**src/design/ymbf_pkg.sv**
```systemverilog
// Package for the YMODEM-1K block framer: request codes, block kinds,
// sequencer states, frame byte constants and the structs passed between modules.
// No dependencies.
`default_nettype none

package ymbf_pkg;

   localparam int HEADER_BLOCK_BYTES = 128;
   localparam int REP_W              = 10;
   localparam int CRC_CNT_W          = 4;

   localparam logic [15:0]          CRC_POLY   = 16'h1021;
   localparam logic [CRC_CNT_W-1:0] CRC_BITS   = 4'd8;
   localparam logic [7:0]           MARK_SOH   = 8'h01;
   localparam logic [7:0]           MARK_STX   = 8'h02;
   localparam logic [7:0]           MARK_EOT   = 8'h04;
   localparam logic [7:0]           PAD_DATA   = 8'h1A;
   localparam logic [7:0]           PAD_HEADER = 8'h00;
   localparam logic [7:0]           HDR_NUMBER = 8'h00;

   typedef enum logic [1:0] {
      REQ_DATA      = 2'd0,
      REQ_HEADER    = 2'd1,
      REQ_EMPTY_HDR = 2'd2,
      REQ_EOT       = 2'd3
   } req_code_type;

   typedef enum logic [1:0] {
      KIND_NONE   = 2'd0,
      KIND_DATA   = 2'd1,
      KIND_HEADER = 2'd2
   } kind_type;

   typedef enum logic [3:0] {
      S_IDLE,
      S_DISPATCH,
      S_BYTE_WAIT,
      S_OPEN_MARK,
      S_OPEN_NUM,
      S_OPEN_INV,
      S_CLOSE,
      S_PAD,
      S_PAD_EMIT,
      S_CRC_HI,
      S_CRC_LO
   } state_type;

   typedef struct packed {
      logic [7:0]       frame_byte;
      logic [REP_W-1:0] repeat_count;
      logic             frame_done;
   } rsp_item_type;

   typedef struct packed {
      logic       clear;
      logic       start;
      logic [7:0] data;
   } crc_cmd_type;

endpackage

`default_nettype wire

```
**src/design/ymbf_crc.sv**
```systemverilog
// Bit-serial CRC-16/XMODEM unit: shifts one data bit per cycle into the CRC.
// Depends on ymbf_pkg.
`default_nettype none

module ymbf_crc
   import ymbf_pkg::*;
(
   input  wire logic        clock,
   input  wire logic        reset,
   input  wire crc_cmd_type cmd,
   output logic             busy,
   output logic [15:0]      crc
);

   logic [15:0]          crc_ff,  crc_in;
   logic [7:0]           data_ff, data_in;
   logic [CRC_CNT_W-1:0] cnt_ff,  cnt_in;
   logic                 fb;

   assign busy = (cnt_ff != '0);
   assign crc  = crc_ff;
   assign fb   = crc_ff[15] ^ data_ff[7];

   always_comb begin
      crc_in  = crc_ff;
      data_in = data_ff;
      cnt_in  = cnt_ff;
      if (cmd.clear) begin
         crc_in = '0;
      end else if (busy) begin
         crc_in = {crc_ff[14:0], 1'b0} ^ (fb ? CRC_POLY : 16'h0000);
      end
      if (cmd.start) begin
         data_in = cmd.data;
         cnt_in  = CRC_BITS;
      end else if (busy) begin
         data_in = {data_ff[6:0], 1'b0};
         cnt_in  = cnt_ff - 1'b1;
      end
   end

   always_ff @(posedge clock) begin
      if (reset) begin
         crc_ff <= '0;
         cnt_ff <= '0;
      end else begin
         crc_ff <= crc_in;
         cnt_ff <= cnt_in;
      end
      data_ff <= data_in;
   end

   a_start_idle: assert property (@(posedge clock) disable iff (reset)
      cmd.start |-> !busy)
      else $error("crc start while busy");

   a_clear_idle: assert property (@(posedge clock) disable iff (reset)
      cmd.clear |-> !busy && !cmd.start)
      else $error("crc clear during operation");

   a_count_range: assert property (@(posedge clock) disable iff (reset)
      cnt_ff <= CRC_BITS)
      else $error("crc bit count out of range");

endmodule

`default_nettype wire

```
**src/design/ymbf_rsp_reg.sv**
```systemverilog
// Output register for result items; frees the sequencer while the receiver stalls.
// Depends on ymbf_pkg.
`default_nettype none

module ymbf_rsp_reg
   import ymbf_pkg::*;
(
   input  wire logic         clock,
   input  wire logic         reset,
   input  wire logic         push,
   input  wire rsp_item_type push_item,
   output logic              push_ready,
   output logic              rsp_valid,
   input  wire logic         rsp_ready,
   output rsp_item_type      rsp_item
);

   logic         valid_ff, valid_in;
   rsp_item_type item_ff,  item_in;

   assign push_ready = !valid_ff || rsp_ready;
   assign rsp_valid  = valid_ff;
   assign rsp_item   = item_ff;

   always_comb begin
      valid_in = valid_ff;
      item_in  = item_ff;
      if (push && push_ready) begin
         valid_in = 1'b1;
         item_in  = push_item;
      end else if (rsp_ready) begin
         valid_in = 1'b0;
      end
   end

   always_ff @(posedge clock) begin
      if (reset) begin
         valid_ff <= 1'b0;
      end else begin
         valid_ff <= valid_in;
      end
      item_ff <= item_in;
   end

endmodule

`default_nettype wire

```
**src/design/ymbf_seq.sv**
```systemverilog
// Framing sequencer: block state, headers, padding loop and CRC trailer.
// Depends on ymbf_pkg; drives ymbf_crc through a command struct.
`default_nettype none

module ymbf_seq
   import ymbf_pkg::*;
#(
   parameter int DATA_BLOCK_BYTES = 1024
)
(
   input  wire logic         clock,
   input  wire logic         reset,
   input  wire logic         req_valid,
   output logic              req_ready,
   input  wire logic [1:0]   req_type,
   input  wire logic [7:0]   req_payload,
   input  wire logic         req_block_end,
   output crc_cmd_type       crc_cmd,
   input  wire logic         crc_busy,
   input  wire logic [15:0]  crc,
   output logic              push,
   output rsp_item_type      push_item,
   input  wire logic         push_ready
);

   localparam int CNT_W = $clog2(DATA_BLOCK_BYTES + 1);
   localparam logic [CNT_W-1:0] DATA_SIZE = CNT_W'(DATA_BLOCK_BYTES);
   localparam logic [CNT_W-1:0] HDR_SIZE  = CNT_W'(HEADER_BLOCK_BYTES);
   localparam logic [7:0] DATA_MARK = (DATA_BLOCK_BYTES == 128) ? MARK_SOH : MARK_STX;

   state_type    state_ff, state_in;
   kind_type     kind_ff,  kind_in;
   req_code_type type_ff,  type_in;
   logic [7:0]   byte_ff,  byte_in;
   logic         last_ff,  last_in;
   logic         phase_ff, phase_in;
   logic [CNT_W-1:0] count_ff, count_in;
   logic [CNT_W-1:0] pad_ff,   pad_in;
   logic [7:0]   blknum_ff, blknum_in;

   kind_type         want;
   logic [CNT_W-1:0] size;
   logic [7:0]       fill;
   logic [7:0]       hdr_num;

   assign want    = (type_ff == REQ_DATA) ? KIND_DATA : KIND_HEADER;
   assign size    = (kind_ff == KIND_DATA) ? DATA_SIZE : HDR_SIZE;
   assign fill    = (kind_ff == KIND_DATA) ? PAD_DATA : PAD_HEADER;
   assign hdr_num = (kind_ff == KIND_DATA) ? blknum_ff : HDR_NUMBER;

   always_ff @(posedge clock) begin
      if (reset) begin
         state_ff  <= S_IDLE;
         kind_ff   <= KIND_NONE;
         count_ff  <= '0;
         blknum_ff <= 8'd1;
         phase_ff  <= 1'b0;
      end else begin
         state_ff  <= state_in;
         kind_ff   <= kind_in;
         count_ff  <= count_in;
         blknum_ff <= blknum_in;
         phase_ff  <= phase_in;
      end
      type_ff <= type_in;
      byte_ff <= byte_in;
      last_ff <= last_in;
      pad_ff  <= pad_in;
   end

   always_comb begin
      state_in  = state_ff;
      kind_in   = kind_ff;
      type_in   = type_ff;
      byte_in   = byte_ff;
      last_in   = last_ff;
      phase_in  = phase_ff;
      count_in  = count_ff;
      pad_in    = pad_ff;
      blknum_in = blknum_ff;
      req_ready = 1'b0;
      push      = 1'b0;
      push_item = '{frame_byte: 8'h00, repeat_count: REP_W'(1), frame_done: 1'b0};
      crc_cmd   = '{clear: 1'b0, start: 1'b0, data: 8'h00};

      case (state_ff)
         S_IDLE: begin
            req_ready = 1'b1;
            if (req_valid) begin
               type_in  = req_code_type'(req_type);
               byte_in  = req_payload;
               last_in  = req_block_end;
               phase_in = 1'b0;
               state_in = S_DISPATCH;
            end
         end
         S_DISPATCH: begin
            case (type_ff)
               REQ_DATA, REQ_HEADER: begin
                  if (phase_ff) begin
                     state_in = S_IDLE;
                  end else if (kind_ff != KIND_NONE && kind_ff != want) begin
                     state_in = S_CLOSE;
                  end else if (kind_ff == KIND_NONE) begin
                     kind_in       = want;
                     count_in      = '0;
                     crc_cmd.clear = 1'b1;
                     state_in      = S_OPEN_MARK;
                  end else if (push_ready) begin
                     push                 = 1'b1;
                     push_item.frame_byte = byte_ff;
                     crc_cmd.start        = 1'b1;
                     crc_cmd.data         = byte_ff;
                     count_in             = count_ff + 1'b1;
                     phase_in             = 1'b1;
                     state_in             = S_BYTE_WAIT;
                  end
               end
               REQ_EMPTY_HDR: begin
                  if (kind_ff != KIND_NONE) begin
                     state_in = S_CLOSE;
                  end else if (phase_ff) begin
                     state_in = S_IDLE;
                  end else begin
                     kind_in       = KIND_HEADER;
                     count_in      = '0;
                     crc_cmd.clear = 1'b1;
                     phase_in      = 1'b1;
                     state_in      = S_OPEN_MARK;
                  end
               end
               default: begin
                  if (kind_ff != KIND_NONE) begin
                     state_in = S_CLOSE;
                  end else if (push_ready) begin
                     push                 = 1'b1;
                     push_item.frame_byte = MARK_EOT;
                     push_item.frame_done = 1'b1;
                     state_in             = S_IDLE;
                  end
               end
            endcase
         end
         S_BYTE_WAIT: begin
            if (!crc_busy) begin
               state_in = (last_ff || count_ff >= size) ? S_CLOSE : S_IDLE;
            end
         end
         S_OPEN_MARK: begin
            if (push_ready) begin
               push                 = 1'b1;
               push_item.frame_byte = (kind_ff == KIND_DATA) ? DATA_MARK : MARK_SOH;
               state_in             = S_OPEN_NUM;
            end
         end
         S_OPEN_NUM: begin
            if (push_ready) begin
               push                 = 1'b1;
               push_item.frame_byte = hdr_num;
               state_in             = S_OPEN_INV;
            end
         end
         S_OPEN_INV: begin
            if (push_ready) begin
               push                 = 1'b1;
               push_item.frame_byte = ~hdr_num;
               state_in             = S_DISPATCH;
            end
         end
         S_CLOSE: begin
            pad_in = size - count_ff;
            if (count_ff < size) begin
               crc_cmd.start = 1'b1;
               crc_cmd.data  = fill;
               count_in      = count_ff + 1'b1;
               state_in      = S_PAD;
            end else begin
               state_in = S_CRC_HI;
            end
         end
         S_PAD: begin
            if (!crc_busy) begin
               if (count_ff < size) begin
                  crc_cmd.start = 1'b1;
                  crc_cmd.data  = fill;
                  count_in      = count_ff + 1'b1;
               end else begin
                  state_in = S_PAD_EMIT;
               end
            end
         end
         S_PAD_EMIT: begin
            if (push_ready) begin
               push                   = 1'b1;
               push_item.frame_byte   = fill;
               push_item.repeat_count = REP_W'(pad_ff);
               state_in               = S_CRC_HI;
            end
         end
         S_CRC_HI: begin
            if (push_ready) begin
               push                 = 1'b1;
               push_item.frame_byte = crc[15:8];
               state_in             = S_CRC_LO;
            end
         end
         S_CRC_LO: begin
            if (push_ready) begin
               push                 = 1'b1;
               push_item.frame_byte = crc[7:0];
               push_item.frame_done = 1'b1;
               blknum_in            = (kind_ff == KIND_DATA) ? blknum_ff + 8'd1 : 8'd1;
               kind_in              = KIND_NONE;
               count_in             = '0;
               crc_cmd.clear        = 1'b1;
               state_in             = S_DISPATCH;
            end
         end
         default: begin
            state_in = S_IDLE;
         end
      endcase
   end

   a_idle_crc: assert property (@(posedge clock) disable iff (reset)
      state_ff == S_IDLE |-> !crc_busy)
      else $error("crc busy while idle");

   a_count_bound: assert property (@(posedge clock) disable iff (reset)
      count_ff <= size)
      else $error("block byte count beyond block size");

   a_push_slot: assert property (@(posedge clock) disable iff (reset)
      push |-> push_ready)
      else $error("result pushed into full output register");

   a_none_empty: assert property (@(posedge clock) disable iff (reset)
      kind_ff == KIND_NONE |-> count_ff == '0)
      else $error("byte count left over with no block open");

endmodule

`default_nettype wire

```
**src/design/ymodem_block_framer_top.sv**
```systemverilog
// YMODEM-1K block framer, top level.
// Instantiates ymbf_seq, ymbf_crc and ymbf_rsp_reg; uses ymbf_pkg.
//
// Usage:
//   req_* channel: one item per request. req_type 0 sends a data byte, 1 a
//   header byte, 2 an empty header block, 3 end of transmission. req_payload
//   and req_block_end matter for kinds 0 and 1 only.
//   rsp_* channel: one item per frame byte, or one item for a run of pad
//   bytes (rsp_repeat_count gives the run length). rsp_frame_done marks the CRC low byte and EOT.
// Timing:
//   One item is worked on at a time; req_ready is high only while idle.
//   A data byte inside an open block passes the idle state, dispatch with the
//   output push, and a wait on the bit-serial CRC, one bit per cycle, before
//   the next request is accepted. Opening a block pushes the mark, the block
//   number and its inverse; closing feeds each pad byte through the CRC, then
//   pushes one item for any padding run and the two CRC bytes. Each push waits
//   for a free output register and shows on rsp_* in the next cycle.
// Reset: synchronous; no block open, CRC zero, next block number 1.
// Stall: one result waits in the output register; the sequencer holds on
//   the next result until rsp_ready frees the register.
`default_nettype none

module ymodem_block_framer_top
   import ymbf_pkg::*;
#(
   parameter int DATA_BLOCK_BYTES = 1024
)
(
   input  wire logic               clock,
   input  wire logic               reset,
   input  wire logic               req_valid,
   output logic                    req_ready,
   input  wire logic [1:0]         req_type,
   input  wire logic [7:0]         req_payload,
   input  wire logic               req_block_end,
   output logic                    rsp_valid,
   input  wire logic               rsp_ready,
   output logic [7:0]              rsp_frame_byte,
   output logic [REP_W-1:0]        rsp_repeat_count,
   output logic                    rsp_frame_done
);

   crc_cmd_type  crc_cmd;
   logic         crc_busy;
   logic [15:0]  crc;
   logic         push;
   logic         push_ready;
   rsp_item_type push_item;
   rsp_item_type rsp_item;

   ymbf_seq #(
      .DATA_BLOCK_BYTES (DATA_BLOCK_BYTES)
   ) u_seq (
      .clock         (clock),
      .reset         (reset),
      .req_valid     (req_valid),
      .req_ready     (req_ready),
      .req_type      (req_type),
      .req_payload   (req_payload),
      .req_block_end (req_block_end),
      .crc_cmd       (crc_cmd),
      .crc_busy      (crc_busy),
      .crc           (crc),
      .push          (push),
      .push_item     (push_item),
      .push_ready    (push_ready)
   );

   ymbf_crc u_crc (
      .clock (clock),
      .reset (reset),
      .cmd   (crc_cmd),
      .busy  (crc_busy),
      .crc   (crc)
   );

   ymbf_rsp_reg u_rsp (
      .clock      (clock),
      .reset      (reset),
      .push       (push),
      .push_item  (push_item),
      .push_ready (push_ready),
      .rsp_valid  (rsp_valid),
      .rsp_ready  (rsp_ready),
      .rsp_item   (rsp_item)
   );

   assign rsp_frame_byte   = rsp_item.frame_byte;
   assign rsp_repeat_count = rsp_item.repeat_count;
   assign rsp_frame_done   = rsp_item.frame_done;

   a_no_accept_busy: assert property (@(posedge clock) disable iff (reset)
      req_valid && req_ready |-> !rsp_valid || !push)
      else $error("item accepted while sequencer pushes");

   a_repeat_nonzero: assert property (@(posedge clock) disable iff (reset)
      rsp_valid |-> rsp_repeat_count != '0)
      else $error("zero repeat count on result");

   a_done_single: assert property (@(posedge clock) disable iff (reset)
      rsp_valid && rsp_frame_done |-> rsp_repeat_count == REP_W'(1))
      else $error("frame end carries a repeat run");

endmodule

`default_nettype wire

```
**config.mk**
```make
export PLATFORM = sky130hd
export DESIGN_NAME = ymodem_block_framer_top
export DESIGN_NICKNAME = d
export VERILOG_FILES = /design/src/design/ymbf_pkg.sv /design/src/design/ymbf_crc.sv /design/src/design/ymbf_rsp_reg.sv /design/src/design/ymbf_seq.sv /design/src/design/ymodem_block_framer_top.sv
export SDC_FILE = /design/constraint.sdc
export NUM_CORES = 1
export LEC_CHECK = 0
export BUFFER_PORTS_ARGS = -buffer_cell sky130_fd_sc_hd__buf_2
export CORE_ASPECT_RATIO = 1.25
export CORE_MARGIN = 10
export CORE_UTILIZATION = 56
export CTS_CLUSTER_SIZE = 16
export DETAILED_ROUTE_END_ITERATION = 16
export PLACE_DENSITY_LB_ADDON = 0.05
export SYNTH_ARGS = -nofsm -noshare
export SYNTH_HDL_FRONTEND = slang
export SYNTH_HIERARCHICAL = 1
export SYNTH_SLANG_ARGS = --single-unit
```
**constraint.sdc**
```tcl
create_clock -name clock -period 6.6 [get_ports clock]
set_input_delay 0.66 -clock clock [delete_from_list [all_inputs] [get_ports clock]]
set_output_delay 0.66 -clock clock [all_outputs]
set_load 0.03 [all_outputs]
```
==> summary.txt, run 1 <==
Clocking
  – Htree depth: 3
  – Root buf cell: clkbuf_8
  – Postcts setup bufs: 0
  – Max clock buf depth: 2
  – CTS tree: built
  – Post-CTS Resized: 0
  – Total CTS buffers: 9
  – Latest clock arrival within the worst-skew pair: 0.36 ns
  – CTS Hold Bufs: 0
  – Sinks on Clock Net: 95
  – Clock transition at path regs: 0.10 ns

Worst hold path
  – Hold Crit Class: input pin to register
  – Hold depth: 1
  – HP Start: req_block_end

Worst setup path
  – Buf/Inv on CP: 2
  – Critical path endpoint category: register
  – Worst EP arrival: 4.12 ns
  – Critical path class: register to register
  – Critical Path, Cell by Cell: nor2b_1 > inv_1 > ha_1 > or4b_4 > o21a_4 > or3_2 > nand2_1 > inv_1 > nand2_1
  – Critical-path top delay cell: nor2b_1
  – Crit path from: u_seq/kind_ff[0]
  – Worst r2r path cells: 9
  – R2R Path Start: u_seq/kind_ff[0]
  – Data required, critical path: 6.64 ns
  – Delay-heaviest family, CP: simple AND/OR/NAND/NOR gates
  – Startpoint types: register
  – Maximum fanout along the worst path: 12
  – Levels on crit path: 9
  – CP max stage delay: 0.71 ns

Pwr
  – Pwr dens: a little under 400 nW/um^2
  – Sw Share: 0.388
  – Sw Pwr: 796 uW
  – VDD IR max: 0.256 mV
  – Power, Total: ~2.1 mW
  – Clock share of power: 0.200
  – Logic gate share of total power: 0.371
  – P_leak: 1.88 nW
  – Seq pwr share: 0.429
  – Internal: 1.26 mW

GRT
  – Total global routing overflow: 0
  – Met3 usage in global routing: 0.0378
  – Vias in the first global route: 3,594
  – Grt peak-use layer: met2
  – Total Routing Usage GR: 0.168
  – Grt met1 use: 0.214
  – Antenna violations before repair: 0
  – Met2 Usage GRT: 0.277
  – Global-route wire length before repair: approximately 18 mm
  – Pin count of the biggest net entering global routing: 36

Detailed routing
  – Detailed-route wire length: 10.9 mm
  – Antenna viol nets, final: 0
  – Drt via density: 5.76
  – First-pass DRT Iterations: 5
  – Routed len/inst: 17.0 microns
  – DRC violations left: 0
  – Vias: between 3k and 4k
  – Initial DRC count: 245

Placed design
  – GPL Wtd Cong: 0.847
  – Hpwl dp: 7.82 mm
  – IO Port Bufs: 35

Synth
  – Post-synthesis sequential area ratio: 0.487
  – Asr flop ratio synth: 0
  – Synth Instances: 502
  – Top FF cell, synth: edfxtp_1
  – Synth Net Count: roughly 530
  – Post-synth EDFFs: 48
  – Syn Area/Cell: 9.75 sq um
  – Synth unique cells: 73
  – #FFs+latches synth: 95
  – Ys Warns: 6
  – Mapped cell area: 4890 sq um

Die
  – Die Span X: 104 microns
  – IO Pins: 36
  – Die area: 12,900 sq um
  – Cell Rows: 38
  – Die H: 125 microns
  – Total core area: ~8600 sq um
  – Starting Density: 0.569

Timing
  – Slew headroom: 0.239
  – Final hold viol count: 0
  – Slew Limit Fails: 0
  – Min cycle time layout: 4.08 ns
  – Setup Viol. Count Final: 0
  – RSZ-0062 raised after global routing: false
  – Final period util: 0.618
  – Setup TNS: 0 ns
  – Setup Skew: 0.0121 ns
  – Max Fclk: between 0.2 and 0.25 GHz
  – Worst slew pin tran: 1.13 ns

Layout
  – Share of cells above drive strength 1: 0.165
  – Final net count: 540
  – Syn-to-layout area delta: 8.44%
  – Register area: 2380 sq um
  – Filler instances: ~730
  – Area occupied by multi-input gates: 2300 sq um
  – Antenna diodes: 0

Job
  – Max Cap Viol: 0

Status
  – Status: complete, no violations
## worst reg2reg max path, cell delays in order (launching register included)
cell and delay (ns):
dfxtp_1 0.49, nor2b_1 0.71, inv_1 0.32, ha_1 0.32, or4b_4 0.51, o21a_4 0.15, or3_2 0.48, nand2_1 0.39
inv_1 0.11, nand2_1 0.28
## power groups by stage
stage               Clock, mW  Combinational, mW  Sequential [mW]
finish                  0.409              0.761            0.880
global route            0.443              0.841            0.896
CTS                     0.422              0.765            0.880
detailed placement          0              0.762            0.893
global placement            0              0.749            0.888
floorplan                   0              0.573            0.914
## metal layers
metal / vias up / share of wire
met3: 7 / 0.040
met5: - / 0
li1: 1824 / -
met2: 85 / 0.50
met1: 1780 / 0.45
met4: 0 / 0.0066
## sequential cells by signal, summed over array words and instances (netlist names)
signal	cells
u_seq/count_ff	11
u_seq/phase_ff	1
u_seq/state_ff	4
u_rsp/rsp_valid	1
u_crc/crc	16
u_seq/last_ff	1
u_crc/data_ff	8
u_seq/kind_ff	2
u_seq/type_ff	2
u_seq/pad_ff	10
u_seq/byte_ff	8
u_crc/cnt_ff	4
u_rsp/rsp_item	19
u_seq/blknum_ff	8
## logic make-up (layout without fill, tap and decap cells)
kind of cell             count (synthesis)  count (layout)  share of synthesized area
AO/OA/AOI/OAI                          104             104                      0.147
XOR/XNOR                                28              28                     0.0501
adder cells (fa/ha/maj)                  8               8                     0.0205
buffers and inverters                   52              72                     0.0442
flip-flops                              95              95                      0.487
multiplexers                            16              16                     0.0348
AND/OR/NAND/NOR                        199             199                      0.216
## synthesized netlist by cell type (3+ instances only)
cell type | n | area, sq um
xor2_1 | 15 | 131
or2_2 | 6 | 37.5
edfxtp_1 | 48 | 1440
a32oi_1 | 3 | 26.3
nand3_1 | 14 | 70.1
o21ai_0 | 19 | 95.1
a21o_1 | 6 | 45.0
dfxtp_1 | 47 | 941
nand2_1 | 63 | 236
clkbuf_1 | 26 | 97.6
ha_1 | 8 | 100
mux2_2 | 8 | 90.1
xnor2_1 | 13 | 114
nor4_1 | 5 | 31.3
and2_1 | 17 | 106
a31oi_1 | 3 | 18.8
nor2_1 | 37 | 139
or3b_2 | 3 | 26.3
o41ai_1 | 4 | 35.0
inv_1 | 17 | 63.8
mux2i_1 | 8 | 80.1
a21oi_1 | 33 | 165
buf_2 | 3 | 15.0
o31ai_1 | 4 | 30.0
nand2b_1 | 9 | 56.3
nand3b_1 | 3 | 22.5
or4_1 | 4 | 30.0
nor3b_1 | 3 | 22.5
nand4_1 | 6 | 37.5
a22oi_1 | 5 | 37.5
nor3_1 | 9 | 45.0
nor4b_1 | 3 | 26.3
## worst paths after layout
kind | to | slack (ns)
max | u_crc/data_ff[0] | 2.52
max reg2reg | u_crc/data_ff[0] | 2.52
min | u_seq/last_ff | 0.46
min reg2reg | u_crc/crc[3] | 0.47
## final cells by class
| type | count | share of cell area |
|---|---|---|
| Clock inverter | 5 | 0.0118 |
| Timing Repair Buffer | 37 | 0.0358 |
| Tap cell | 120 | 0.0283 |
| Multi-Input combinational cell | 355 | 0.433 |
| Sequential cell | 95 | 0.449 |
| Clock buffer | 11 | 0.0288 |
| Inverter | 19 | 0.0139 |
## per-stage QoR
step | instance area (sq um) | instances | utilization | setup WS (ns) | hold WS (ns)
after CTS | 5310 | 642 | 0.617 | 2.51 | 0.444
final | 5310 | 642 | 0.617 | 2.52 | 0.464
after global routing | 5310 | 642 | 0.617 | 2.15 | 0.447
after global placement | 5090 | 626 | 0.592 | 2.73 | 0.459
after detailed placement | 5090 | 626 | 0.592 | 2.52 | 0.461
after floorplan | 4890 | 502 | - | 3.36 | 0.444
## cell usage in the layout (no fill, tap or decap), types with 5 or more instances in the layout
| cell | count |
|---|---|
| nand3_1 | 14 |
| nand4_1 | 6 |
| inv_1 | 17 |
| a21o_1 | 6 |
| nor3_1 | 9 |
| nor4_1 | 5 |
| or2_2 | 6 |
| xnor2_1 | 13 |
| o21ai_0 | 19 |
| mux2_2 | 8 |
| nand2_1 | 63 |
| nand2b_1 | 9 |
| nor2_1 | 37 |
| edfxtp_1 | 48 |
| dfxtp_1 | 47 |
| a21oi_1 | 33 |
| and2_1 | 17 |
| mux2i_1 | 8 |
| xor2_1 | 15 |
| clkbuf_8 | 9 |
| buf_2 | 35 |
| a22oi_1 | 5 |
| ha_1 | 8 |
Note: power is estimated with default switching activity, not from simulation.
==> run 2: changes to the inputs <==
==> constraint.sdc (replaced) <==
create_clock -name clock -period 3.8 [get_ports clock]
set_input_delay 0.38 -clock clock [delete_from_list [all_inputs] [get_ports clock]]
set_output_delay 0.38 -clock clock [all_outputs]
set_load 0.03 [all_outputs]
==> run 2 against run 1 <==
  * Wire length is 0.19% higher
  * Flip-flop and latch count unchanged
  * Clock skew decreased by 0.0064 ns
  * Non-clock buffer count rose by 5
  * Final area up 0.61%
  * Die area did not move
  * Setup slack lost 2.1 ns
  * Largest power group unchanged
  * First-iteration DRC count down 6.9%
  * Final cell count up 0.78%
==> summary.txt, run 2 (same netlist as run 1, synthesis figures left out) <==
GRT
  – Met2 Usage GRT: 0.268
  – Antenna violations before repair: 0
  – Global-route wire length before repair: 17.8 mm
  – Total Routing Usage GR: 0.167
  – Vias in the first global route: 3,530
  – Grt peak-use layer: met2
  – Grt met1 use: 0.213
  – Total global routing overflow: 0
  – Met3 usage in global routing: 0.0254
  – Pin count of the biggest net entering global routing: 27

Clocking
  – CTS tree: built
  – Root buf cell: clkbuf_8
  – Max clock buf depth: 2
  – Htree depth: 3
  – Postcts setup bufs: 0
  – Total CTS buffers: 9
  – CTS Hold Bufs: 0
  – Latest clock arrival within the worst-skew pair: 0.38 ns
  – Clock transition at path regs: 0.09 ns
  – Post-CTS Resized: 0
  – Sinks on Clock Net: 95

Layout
  – Most frequent cells in the layout: 63 x nand2_1, 48 x edfxtp_1, 47 x dfxtp_1, 37 x nor2_1, 35 x buf_2
  – Filler instances: 737
  – Syn-to-layout area delta: 9.10%
  – Antenna diodes: 0
  – Commonest non-fill, non-tap cell in the layout: nand2_1
  – Final net count: 545
  – Max reg flops: 19
  – Share of cells above drive strength 1: 0.175

Detailed routing
  – Initial DRC count: 228
  – Drt via density: 5.75
  – Routed len/inst: 16.9 microns
  – Antenna viol nets, final: 0
  – DRC violations left: 0
  – Vias: between 3k and 4k
  – First-pass DRT Iterations: 5
  – Detailed-route wire length: 10.9 mm

Timing
  – Setup Viol. Count Final: 0
  – Setup Skew: 0.00575 ns
  – Final hold viol count: 0
  – Max Fclk: slightly below 0.3 GHz
  – Final period util: 0.892
  – Slew headroom: 0.444
  – Worst slew pin tran: ~0.83 ns
  – Min cycle time layout: 3.39 ns
  – Setup TNS: 0 ns
  – Slew Limit Fails: 0
  – RSZ-0062 raised after global routing: false

Die
  – Die H: 125 microns
  – Die Span X: 104 microns
  – Total core area: 8610 sq um
  – Die area: 12,900 sq um
  – Starting Density: 0.569
  – IO Pins: 36
  – Cell Rows: 38

Worst setup path
  – Worst r2r path cells: 9
  – Maximum fanout along the worst path: 12
  – Data required, critical path: 3.85 ns
  – Worst setup path end: u_crc/data_ff[2]
  – R2R setup slack: just over 0.4 ns
  – FF-to-FF End: u_crc/data_ff[2]
  – CP max stage delay: about 0.52 ns
  – Critical path class: register to register
  – Worst EP arrival: 3.44 ns
  – Startpoint types: register
  – Critical path endpoint category: register
  – Critical-path top delay cell: or4b_4
  – Critical Path, Cell by Cell: nor2b_1 > inv_1 > ha_1 > or4b_4 > o21a_4 > or3_2 > nand2_1 > inv_1 > nand2_1
  – R2R Path Start: u_seq/kind_ff[0]
  – Crit path from: u_seq/kind_ff[0]

Job
  – Max Cap Viol: 0

Pwr
  – Sw Pwr: 1.41 mW
  – Sw Share: 0.393
  – Pwr dens: 670 nW/um^2
  – Logic gate share of total power: 0.380
  – Seq pwr share: 0.427
  – P_leak: between 1.5 and 2 nW
  – Clock share of power: 0.193
  – Internal: around 2.2 mW
  – Power, Total: 3.58 mW
  – VDD IR max: 0.449 mV

Placed design
  – Hpwl dp: about 8 mm
  – GPL Wtd Cong: 0.826
  – IO Port Bufs: 35

Status
  – Status: complete, no violations

Worst hold path
  – Hold Crit Class: input pin to register
run 2: per-stage QoR:
step | cells | worst slack (ns) | area [sq um] | hold WS (ns) | util
after floorplan | 502 | 0.557 | 4890 | 0.442 | -
after global placement | 631 | 0.526 | 5130 | 0.458 | 0.596
after detailed placement | 631 | 0.441 | 5130 | 0.466 | 0.596
after CTS | 647 | 0.414 | 5340 | 0.159 | 0.621
after global routing | 647 | 0.178 | 5340 | 0.160 | 0.621
final | 647 | 0.411 | 5340 | 0.172 | 0.621
run 2: worst min-delay path by stage:
stage / startpoint / end / slack (ns) / depth (start not counted)
2_1_floorplan: reset / u_rsp/rsp_valid / 0.44 / 1
3_3_place_gp: u_crc/crc[2] / u_crc/crc[2] / 0.46 / 2
3_5_place_dp: u_crc/crc[6] / u_crc/crc[6] / 0.47 / 2
4_1_cts: req_block_end / u_seq/last_ff / 0.16 / 1
5_1_grt: req_payload[6] / u_seq/byte_ff[6] / 0.16 / 1
6_report: req_block_end / u_seq/last_ff / 0.17 / 1
run 2: layout make-up:
class                      count  area [sq um]  share of cell area
clock buffer                  12           176              0.0330
clock inverter                 4          33.8             0.00633
inverter                      19          73.8              0.0138
multi-input combinational    355          2300               0.430
sequential                    95          2380               0.446
tap                          120           150              0.0281
timing repair buffer          42           228              0.0426
run 2: power groups by stage:
| stage | combinational, mW | clock, mW | sequential [mW] |
|---|---|---|---|
| 2_1_floorplan | 0.995 | 0 | 1.59 |
| 3_3_place_gp | 1.34 | 0 | 1.55 |
| 3_5_place_dp | 1.36 | 0 | 1.55 |
| 4_1_cts | 1.37 | 0.703 | 1.53 |
| 5_1_grt | 1.49 | 0.744 | 1.56 |
| 6_report | 1.36 | 0.690 | 1.53 |
run 2: critical path, delay by kind of cell (launching register included):
kind                       cells  cell delay, ns
AOI/OAI and AO/OA              1            0.15
adders and majority gates      1            0.27
buffers and inverters          2            0.27
DFF                            1            0.49
and+or+nand+nor                5            1.89
run 2: metal layers:
layer | routed length (microns) | vias up
li1 | - | 1840
met1 | 4860 | 1786
met2 | 5420 | 77
met3 | 387 | 17
met4 | 250 | 0
met5 | 0 | -
